**src/hdl/atmf_pkg.sv**
```systemverilog
// ----------------------------------------------------------------------------
// atmf_pkg
// Shared types and constants of the ADC trimmed-mean filter.
// ----------------------------------------------------------------------------
package atmf_pkg;

  localparam int CHANNEL_BITS = 3;
  localparam int SAMPLE_BITS  = 12;
  localparam int MEAN_BITS    = 16;
  localparam int FRAC_BITS    = 4;
  localparam int SUM_BITS     = 32;
  localparam int TRIM_COUNT   = 2;

  localparam int DEF_CHANNELS = 8;
  localparam int DEF_WINDOW   = 16;

  typedef struct packed {
    logic [CHANNEL_BITS-1:0] channel;
    logic [SAMPLE_BITS-1:0]  sample;
    logic                    last_in_scan;
  } sample_t;

  typedef struct packed {
    logic [CHANNEL_BITS-1:0] out_channel;
    logic [MEAN_BITS-1:0]    mean_q4;
    logic                    window_done;
  } mean_t;

endpackage

```
**src/hdl/atmf_stream_if.sv**
```systemverilog
// ----------------------------------------------------------------------------
// atmf_stream_if
// Valid/ready stream channel carrying one payload item per transfer.
// ----------------------------------------------------------------------------
interface atmf_stream_if #(
  parameter type payload_t = logic
);

  logic     valid;
  logic     ready;
  payload_t data;

  modport source (output valid, output data, input ready);
  modport sink   (input valid, input data, output ready);

endinterface

```
**src/hdl/adc_trimmed_mean_filter.sv**
```systemverilog
// ----------------------------------------------------------------------------
// adc_trimmed_mean_filter
// Per-channel trimmed mean (drop max and min) of ADC scans over a window.
// ----------------------------------------------------------------------------
// Accepts one tagged ADC sample per clock cycle while the input is not stalled
// and keeps, for every channel, the sum, maximum and minimum of its samples over
// WINDOW scans. On the final scan of the window each in-range channel sample
// produces one result: the trimmed mean (sum - max - min) / (WINDOW - 2) in
// 1/16 LSB, truncated and saturated at 16 bits; the last_in_scan mark of that
// scan restarts the window. The per-channel state is updated in the input stage,
// so a sample can be accepted in every cycle unless a result is held there; a
// result passes the input stage, trim stage, reciprocal multiply stage and
// output register in order. Output back-pressure stalls the stages only as far
// as they are full.
// ----------------------------------------------------------------------------
module adc_trimmed_mean_filter #(
  parameter int CHANNELS = atmf_pkg::DEF_CHANNELS,
  parameter int WINDOW   = atmf_pkg::DEF_WINDOW
) (
  input  logic         clk,
  input  logic         rst,
  atmf_stream_if.sink   samples,
  atmf_stream_if.source means
);

  import atmf_pkg::*;

  localparam int CH_IDX_W   = (CHANNELS > 1) ? $clog2(CHANNELS) : 1;
  localparam int SCAN_W     = $clog2(WINDOW);
  localparam int DIVISOR    = WINDOW - TRIM_COUNT;
  localparam int DIV_LOG    = (DIVISOR > 1) ? $clog2(DIVISOR) : 0;
  localparam int X_BITS     = MEAN_BITS + DIV_LOG;
  localparam int SHIFT      = X_BITS + DIV_LOG;
  localparam int RECIP_BITS = X_BITS + 1;
  localparam int PROD_BITS  = X_BITS + RECIP_BITS;
  localparam int TRIM_W     = SAMPLE_BITS + 1;

  localparam logic [63:0] RECIP_FULL = ((64'd1 << SHIFT) + 64'(DIVISOR) - 64'd1)
                                       / 64'(DIVISOR);
  localparam logic [RECIP_BITS-1:0] RECIP = RECIP_BITS'(RECIP_FULL);
  localparam logic [SUM_BITS-1:0] SAT_LIMIT =
    SUM_BITS'(DIVISOR) << (MEAN_BITS - FRAC_BITS);
  localparam logic [SCAN_W-1:0] LAST_SCAN = SCAN_W'(WINDOW - 1);

  // per-channel state
  logic [SUM_BITS-1:0]    sum_acc  [CHANNELS];
  logic [SAMPLE_BITS-1:0] max_seen [CHANNELS];
  logic [SAMPLE_BITS-1:0] min_seen [CHANNELS];
  logic [CHANNELS-1:0]    seen;
  logic [SCAN_W-1:0]      scan_count;

  // input stage
  logic    s0_valid;
  sample_t s0_data;

  // trim stage
  logic                    s1_valid;
  logic [CHANNEL_BITS-1:0] s1_channel;
  logic                    s1_last;
  logic [SUM_BITS-1:0]     s1_sum;
  logic [TRIM_W-1:0]       s1_trim;

  // multiply stage
  logic                    s2_valid;
  logic [CHANNEL_BITS-1:0] s2_channel;
  logic                    s2_last;
  logic [X_BITS-1:0]       s2_x;
  logic                    s2_sat;

  // output register
  logic  out_valid;
  mean_t out_data;

  logic s3_ready;
  logic s2_ready;
  logic s1_ready;
  logic s0_ready;
  logic s0_adv;

  logic [CH_IDX_W-1:0]    idx;
  logic                   in_range;
  logic                   final_scan;
  logic                   emit;
  logic                   ch_seen;
  logic [SUM_BITS-1:0]    cur_sum;
  logic [SUM_BITS:0]      sum_wide;
  logic [SUM_BITS-1:0]    sum_next;
  logic [SAMPLE_BITS-1:0] max_next;
  logic [SAMPLE_BITS-1:0] min_next;

  logic [SUM_BITS-1:0]  trim_ext;
  logic [SUM_BITS-1:0]  diff;
  logic                 sat;
  logic [X_BITS-1:0]    x_next;
  logic [PROD_BITS-1:0] prod;
  logic [MEAN_BITS-1:0] mean_next;

  // stage handshakes
  assign s3_ready = !out_valid || means.ready;
  assign s2_ready = !s2_valid || s3_ready;
  assign s1_ready = !s1_valid || s2_ready;
  assign s0_adv   = s0_valid && (!emit || s1_ready);
  assign s0_ready = !s0_valid || s0_adv;

  assign samples.ready = s0_ready;
  assign means.valid   = out_valid;
  assign means.data    = out_data;

  // per-channel update
  always_comb begin
    idx        = CH_IDX_W'(s0_data.channel);
    in_range   = int'(s0_data.channel) < CHANNELS;
    final_scan = scan_count == LAST_SCAN;
    emit       = in_range && final_scan;
    ch_seen    = seen[idx];
    cur_sum    = ch_seen ? sum_acc[idx] : '0;
    sum_wide   = {1'b0, cur_sum} + (SUM_BITS + 1)'(s0_data.sample);
    sum_next   = sum_wide[SUM_BITS] ? '1 : sum_wide[SUM_BITS-1:0];
    max_next   = (!ch_seen || s0_data.sample > max_seen[idx]) ?
                 s0_data.sample : max_seen[idx];
    min_next   = (!ch_seen || s0_data.sample < min_seen[idx]) ?
                 s0_data.sample : min_seen[idx];
  end

  // trim and saturation check
  always_comb begin
    trim_ext = SUM_BITS'(s1_trim);
    diff     = (s1_sum > trim_ext) ? (s1_sum - trim_ext) : '0;
    sat      = diff >= SAT_LIMIT;
    x_next   = X_BITS'(diff << FRAC_BITS);
  end

  // division by the constant trimmed count
  always_comb begin
    prod      = PROD_BITS'(s2_x) * PROD_BITS'(RECIP);
    mean_next = s2_sat ? '1 : prod[SHIFT +: MEAN_BITS];
  end

  always_ff @(posedge clk) begin
    if (rst) begin
      s0_valid   <= 1'b0;
      s1_valid   <= 1'b0;
      s2_valid   <= 1'b0;
      out_valid  <= 1'b0;
      seen       <= '0;
      scan_count <= '0;
    end else begin
      if (s0_ready) begin
        s0_valid <= samples.valid;
      end
      if (s1_ready) begin
        s1_valid <= s0_adv && emit;
      end
      if (s2_ready) begin
        s2_valid <= s1_valid;
      end
      if (s3_ready) begin
        out_valid <= s2_valid;
      end
      if (s0_adv) begin
        // end of window clears every channel
        if (s0_data.last_in_scan && final_scan) begin
          seen <= '0;
        end else if (in_range) begin
          seen[idx] <= !final_scan;
        end
        if (s0_data.last_in_scan) begin
          if (final_scan) begin
            scan_count <= '0;
          end else begin
            scan_count <= scan_count + 1'b1;
          end
        end
      end
    end
  end

  always_ff @(posedge clk) begin
    if (s0_ready && samples.valid) begin
      s0_data <= samples.data;
    end
    if (s0_adv && in_range) begin
      sum_acc[idx]  <= sum_next;
      max_seen[idx] <= max_next;
      min_seen[idx] <= min_next;
    end
    if (s0_adv && emit) begin
      s1_channel <= s0_data.channel;
      s1_last    <= s0_data.last_in_scan;
      s1_sum     <= sum_next;
      s1_trim    <= TRIM_W'(max_next) + TRIM_W'(min_next);
    end
    if (s1_valid && s2_ready) begin
      s2_channel <= s1_channel;
      s2_last    <= s1_last;
      s2_x       <= x_next;
      s2_sat     <= sat;
    end
    if (s2_valid && s3_ready) begin
      out_data.out_channel <= s2_channel;
      out_data.mean_q4     <= mean_next;
      out_data.window_done <= s2_last;
    end
  end

endmodule

```
**src/flat_wrapper.sv**
```systemverilog
// flat-port wrapper written by rule: the top's interface ports become plain ports
module adc_trimmed_mean_filter_flat import atmf_pkg::*;
#(
  parameter int CHANNELS = atmf_pkg::DEF_CHANNELS,
  parameter int WINDOW   = atmf_pkg::DEF_WINDOW
)
  (clk, rst, samples_valid, samples_data, samples_ready, means_valid, means_data, means_ready);
  atmf_stream_if #(.payload_t(sample_t)) samples_i ();
  atmf_stream_if #(.payload_t(mean_t)) means_i ();
  input  logic clk;
  input  logic rst;
  input wire logic [$bits(samples_i.valid)-1:0] samples_valid;
  input wire logic [$bits(samples_i.data)-1:0] samples_data;
  output wire logic [$bits(samples_i.ready)-1:0] samples_ready;
  output wire logic [$bits(means_i.valid)-1:0] means_valid;
  output wire logic [$bits(means_i.data)-1:0] means_data;
  input wire logic [$bits(means_i.ready)-1:0] means_ready;
  assign samples_i.valid = samples_valid;
  assign samples_i.data = samples_data;
  assign samples_ready = samples_i.ready;
  assign means_valid = means_i.valid;
  assign means_data = means_i.data;
  assign means_i.ready = means_ready;
  adc_trimmed_mean_filter #(.CHANNELS(CHANNELS), .WINDOW(WINDOW)) u_core (.clk(clk), .rst(rst), .samples(samples_i), .means(means_i));
endmodule
```
**config.mk**
```make
export PLATFORM = sky130hd
export DESIGN_NAME = adc_trimmed_mean_filter_flat
export DESIGN_NICKNAME = d
export VERILOG_FILES = /design/src/hdl/atmf_pkg.sv /design/src/hdl/atmf_stream_if.sv /design/src/hdl/adc_trimmed_mean_filter.sv /design/src/flat_wrapper.sv
export SDC_FILE = /design/constraint.sdc
export NUM_CORES = 1
export LEC_CHECK = 0
export BUFFER_PORTS_ARGS = -buffer_cell sky130_fd_sc_hd__buf_4
export CORE_AREA = 2 2 325 166
export CTS_BUF_LIST = sky130_fd_sc_hd__clkbuf_4
export CTS_CLUSTER_SIZE = 14
export DETAILED_ROUTE_END_ITERATION = 6
export DIE_AREA = 0 0 327 168
export GPL_TIMING_DRIVEN = 0
export HOLD_SLACK_MARGIN = 0.12
export PLACE_DENSITY = 0.7
export SYNTH_ARGS = -nofsm -noshare
export SYNTH_HDL_FRONTEND = slang
export SYNTH_SLANG_ARGS = --single-unit
export TNS_END_PERCENT = 50
```
**constraint.sdc**
```tcl
create_clock -name clk -period 18 [get_ports clk]
set_clock_uncertainty 0.1 [all_clocks]
set_input_delay 1.8 -clock clk [delete_from_list [all_inputs] [get_ports clk]]
set_output_delay 1.8 -clock clk [all_outputs]
set_load 0.005 [all_outputs]
```
# Yosys cells after proc, flatten, opt, wreduce, memory -nomap -nowiden
# Memory sizes are Yosys's and may differ from the RTL's. A register that Yosys moved wholly into a read port is not among the register bits.
# Index checks and enable logic that the tools add are counted.
# Widths: inputs -> output; s select.
dict set report totals {
  register_bits 122
  ram_bits 448
  in_bits 20
  memories 3
}
dict set report classes {
  add_sub_neg 4
  multipliers 1
  n_lt_le_gt_ge 6
  eq_ne 1
  mux 17
  n_reduce_logical 21
}
# memory words width read_ports rd_clocked_by_memory_dff wr line_no
set mem_list {}
lappend mem_list {u_core.sum_acc 8 32 1 1 1 adc_trimmed_mean_filter.sv:46} ;# logic [SUM_BITS-1:0] sum_acc [CHANNELS];
lappend mem_list {u_core.max_seen 8 12 1 1 1 adc_trimmed_mean_filter.sv:47} ;# logic [SAMPLE_BITS-1:0] max_seen [CHANNELS];
lappend mem_list {u_core.min_seen 8 12 1 1 1 adc_trimmed_mean_filter.sv:48} ;# logic [SAMPLE_BITS-1:0] min_seen [CHANNELS];
# operator n
set op_table {}
lappend op_table {{$mux 32} 3}
lappend op_table {{$mul 16x21->36 const B} 1}
lappend op_table {{$add 32x12->33} 1}
lappend op_table {{$ge 32x16->1 const B} 1}
lappend op_table {{$gt 32x13->1} 1}
lappend op_table {{$sub 32x13->32} 1}
lappend op_table {{$mux 12} 2}
lappend op_table {{$add 12x12->13} 1}
lappend op_table {{$gt 12x12->1} 1}
lappend op_table {{$lt 12x12->1} 1}
lappend op_table {{$mux 3} 3}
lappend op_table {{$bwmux 8} 1}
lappend op_table {{$mux 8} 1}
lappend op_table {{$logic_and 1x1->1} 7}
lappend op_table {{$logic_or 1x1->1} 7}
lappend op_table {{$logic_not 1->1} 6}
lappend op_table {{$add 4x1->4 const B} 1}
lappend op_table {{$eq 4x4->1 const B} 1}
lappend op_table {{$lt 3x4->1 const B} 1}
lappend op_table {{$mux 1} 4}
lappend op_table {{$mux 4} 1}
lappend op_table {{$bmux 1 s3} 1}
lappend op_table {{$demux 1 s3} 1}
lappend op_table {{$ge 3x1->1 const B} 1}
lappend op_table {{$reduce_and 2->1} 1}

# Depth between registers and ports, before layout
dict set report logic_depth {
  word_depth 9
  depth_mapped 30
}

# Worst setup path after synthesis
# Ideal clock, no wire load.
dict set report synth_timing {
  path_type {in2reg}
  from {input means_ready}
  to {register u_core.seen[0]}
  setup_ns 0.126
  t_arrival_ns 8.206
  slack_ns 9.568
  path_stages 6
  path_buffers 0
  path_cell_list {nor2b_1 -> nand3_1 -> o21ai_0 -> nor4_1 -> mux2i_1 -> nor2_1}
}
dict set report synth_between {
  elab_chain_cells 5
}
# item line_no
set synth_lines {}
lappend synth_lines {{start: declaration} flat_wrapper.sv:17} ;# input wire logic [$bits(means_i.ready)-1:0] means_ready;
lappend synth_lines {{$logic_or 1x1->1} adc_trimmed_mean_filter.sv:99} ;# assign s3_ready = !out_valid || means.ready;
lappend synth_lines {{$logic_or 1x1->1} adc_trimmed_mean_filter.sv:100} ;# assign s2_ready = !s2_valid || s3_ready;
lappend synth_lines {{$logic_or 1x1->1} adc_trimmed_mean_filter.sv:101} ;# assign s1_ready = !s1_valid || s2_ready;
lappend synth_lines {{$logic_or 1x1->1} adc_trimmed_mean_filter.sv:102} ;# assign s0_adv = s0_valid && (!emit || s1_ready);
lappend synth_lines {{$logic_and 1x1->1} adc_trimmed_mean_filter.sv:102}
lappend synth_lines {{end signal: indexed assignment} adc_trimmed_mean_filter.sv:165} ;# seen[idx] <= !final_scan;
lappend synth_lines {{end: declaration} adc_trimmed_mean_filter.sv:49} ;# logic [CHANNELS-1:0] seen;
# No other way between the ends.
# A chain may end at the register's enable or synchronous reset.

==> reports/metrics.yaml <==
outcome:
  status: "finished clean"
grt:
  overflow: 0
  antenna_found_initial: 2
  gr-usage-all-layers: 0.239
  grt_max_degree: 30
  grt_pass1_wl_um: 97700
  grt_pass1_vias: 15900
final_layout:
  nets: 2196
  area_growth_pct: 12.0
  final_util: 0.594
  drive_gt1_frac: 0.232
clock_network:
  worstSkewPairLatency_ps: 900
  cts.path.max_buffers: 3
  clock_sinks: 573
  post_cts_buffers: 0
  cts_htree_levels: 3
  clk_pin_slew_ps: 70
  cts_tree: "done"
  hold_buffers: 0
  cts_resized: 0
  cts-root-buf: "clkbuf_4"
  numCtsBuffers: 121
power:
  powerDensity_nw_per_um2: 87.9
  p_seq_frac: 0.549
  leakage_uw: 0.0117
  p_int_uw: 2070
  switching_share: 0.246
  ir_worst_vdd_v: 0.0000610
  switching_power_uw: 677
  pwr-share-comb: 0.102
  power_frac_clock: 0.349
die:
  die-area_sq_um: 54900
  io_pins: 42
  fp.coreArea_sq_um: 52600
  die_h_um: 168
  std_cell_rows: 60
  die_w_um: 327
  start_util: 0.531
sta:
  slew_viol_final: 0
  tns_ps: 0
  post-route-period-util: 0.523
  fmax_ghz: 0.106
  hold_ws_ps: 319
  finalCriticalPeriod_ps: 9420
  slew_headroom: 0.132
  hold_viol_final: 0
  setup_viol: 0
  grt_setup_unrepaired: "false"
  tightest_slew_ps: 1290
detailed_routing:
  drc: 0
  route.final.wire_length_um: 64400
  vias_per_cell: 5.83
  drt_iter0_drc: 1995
  route.antenna.remaining_nets: 0
  routedWlPerCell_um: 23.5
  vias: 16000
  drtPass1Iterations: 5
synth:
  synth_fp_nets: 1984
  syn_area_sq_um: 27900
  async_flop_share: 0
  synth_enable_flop_cells: 554
  synthCells: 1736
  synth_area_per_cell_sq_um: 16.1
  synth-main-ff-cell: "edfxtp_1"
  ys_types: 73
  ys_seq_area_frac: 0.609
  ys.warnings.count: 0
  ys_seq_elements: 573
placement:
  io_buffers: 40
  gp_congestion: 0.886
  dpl.hpwl_um: 47000
worst_setup_path:
  end_kind: "register"
  cp_max_fo: 10
  critPathKind: "reg -> reg"
  start_kind: "register"
  crit_required_ps: 18520
  arrival_ps: 9940
min_path:
  hold_class: "reg -> reg"
job:
  cap_violations: 0
-- metal layers --
metal | part of all wire | track usage
met4 | 0.016 | 0.0531
met5 | 0 | 0
met2 | 0.39 | 0.311
met1 | 0.49 | 0.394
met3 | 0.11 | 0.0663
-- metrics by stage --
| stage | cells | setup WS (ps) | power, uW | instance area, sq um |
|---|---|---|---|---|
| 6_report | 2746 | 8580 | 2750 | 31300 |
| 5_1_grt | 2745 | 8210 | 2860 | 31300 |
| 4_1_cts | 2744 | 8770 | 2770 | 31300 |
| 3_5_place_dp | 2538 | 8840 | 1810 | 29800 |
| 3_3_place_gp | 2489 | 2960 | 1800 | 29100 |
| 2_1_floorplan | 1736 | 9570 | 1720 | 27900 |
-- critical path, cell delays in order, from the launching register on --
cell and delay, ps:
dfxtp_1 400, buf_2 360, buf_2 340, buf_2 390
clkbuf_1 590, clkbuf_1 660, mux4_2 400, mux2i_1 280
ha_1 310, a21o_1 180, a21o_1 170, a211oi_1 210
o21ai_0 110, a21oi_1 630, clkbuf_1 780, mux2i_1 790
ha_1 370, a21o_1 190, a21oi_1 460, o21ai_0 160
a21oi_1 250, nor2b_1 100, o2111ai_1 180, nand3_1 190
o41a_1 380, xor2_1 150
-- registers in the layout (all words and copies together), names as in the netlist, 3 cells and up, named ones only --
name / cells
u_core.idx: 3
u_core.max_seen: 96
u_core.means.data: 20
u_core.min_seen: 96
u_core.s0_data: 13
u_core.s1_channel: 3
u_core.s1_sum: 32
u_core.s1_trim: 13
u_core.s2_channel: 3
u_core.s2_x: 16
u_core.scan_count: 4
u_core.seen: 8
u_core.sum_acc: 256
-- cell usage in the layout, fill, tap and decap left out, types with 7 or more instances in the layout --
master    netlist  layout
edfxtp_1      554     554
clkbuf_4        2     186
ha_1          177     177
inv_1         124     124
mux4_2        109     109
nor2_1         96      92
mux2i_1        83      83
buf_4           1      52
fa_1           51      51
nand2_1        48      48
a21oi_1        45      45
o21ai_0        41      40
xnor2_1        35      35
buf_6           8      34
a21o_1         27      27
nand2b_1       27      27
xor2_1         27      27
clkbuf_1       23      23
nor3_1         27      23
nand3_1        20      20
dfxtp_1        19      19
buf_2          18      18
nand4_1        15      15
clkinv_1        0      15
nor2b_1        13      12
nand2_2        12      12
buf_12          3      10
o21a_1         10      10
and3_1         10      10
mux2_2          9       9
a211oi_1        8       8
o21bai_1        7       7
-- final timing paths --
| check | startpoint | slack [ps] | depth (start not counted) | end |
|---|---|---|---|---|
| worst min register to register | u_core.s2_channel[1] | 320 | 0 | u_core.means.data[18] |
| worst max-delay path | register | 8580 | 25 | u_core.s1_trim[11] |
| worst max register to register | register | 8580 | 25 | u_core.s1_trim[11] |
| worst min-delay path | u_core.s2_channel[1] | 320 | 0 | u_core.means.data[18] |
-- power groups by stage --
stage	clock network [uW]	registers [uW]	logic [uW]
after CTS	984	1510	278
after floorplan	0	1530	187
after global routing	1050	1510	302
final	960	1510	281
after detailed placement	0	1540	276
after global placement	0	1540	261
-- layout make-up --
cell class	instances	area, sq um
repair buffers	89	891
clock inverters	22	111
fillers	3937	21300
inverters	124	465
flip-flops and latches	573	17000
diodes	2	5.00
well taps	713	892
clock buffers	184	1380
multi-input cells	984	10200
plain buffers	55	349
-- cell usage after synthesis (all sizes together) (28+ instances only) --
library cell / count / share of area
o21ai: 42 / 0.0075
a21oi: 47 / 0.0087
edfxtp: 554 / 0.60
nand2: 60 / 0.0091
mux2i: 84 / 0.031
fa: 51 / 0.037
buf: 30 / 0.0089
mux4: 114 / 0.093
nor2: 98 / 0.014
inv: 124 / 0.017
ha: 177 / 0.079
xnor2: 35 / 0.011
nor3: 28 / 0.0054
-- kinds of logic after synthesis --
logic type	synth area share
adder cells (fa/ha/maj)	0.116
AND/OR/NAND/NOR	0.0543
XOR/XNOR	0.0194
buffers and inverters	0.0292
multiplexers	0.127
AO/OA/AOI/OAI	0.0455
flip-flops	0.609
No activity file was read; power rests on OpenSTA's default activity.
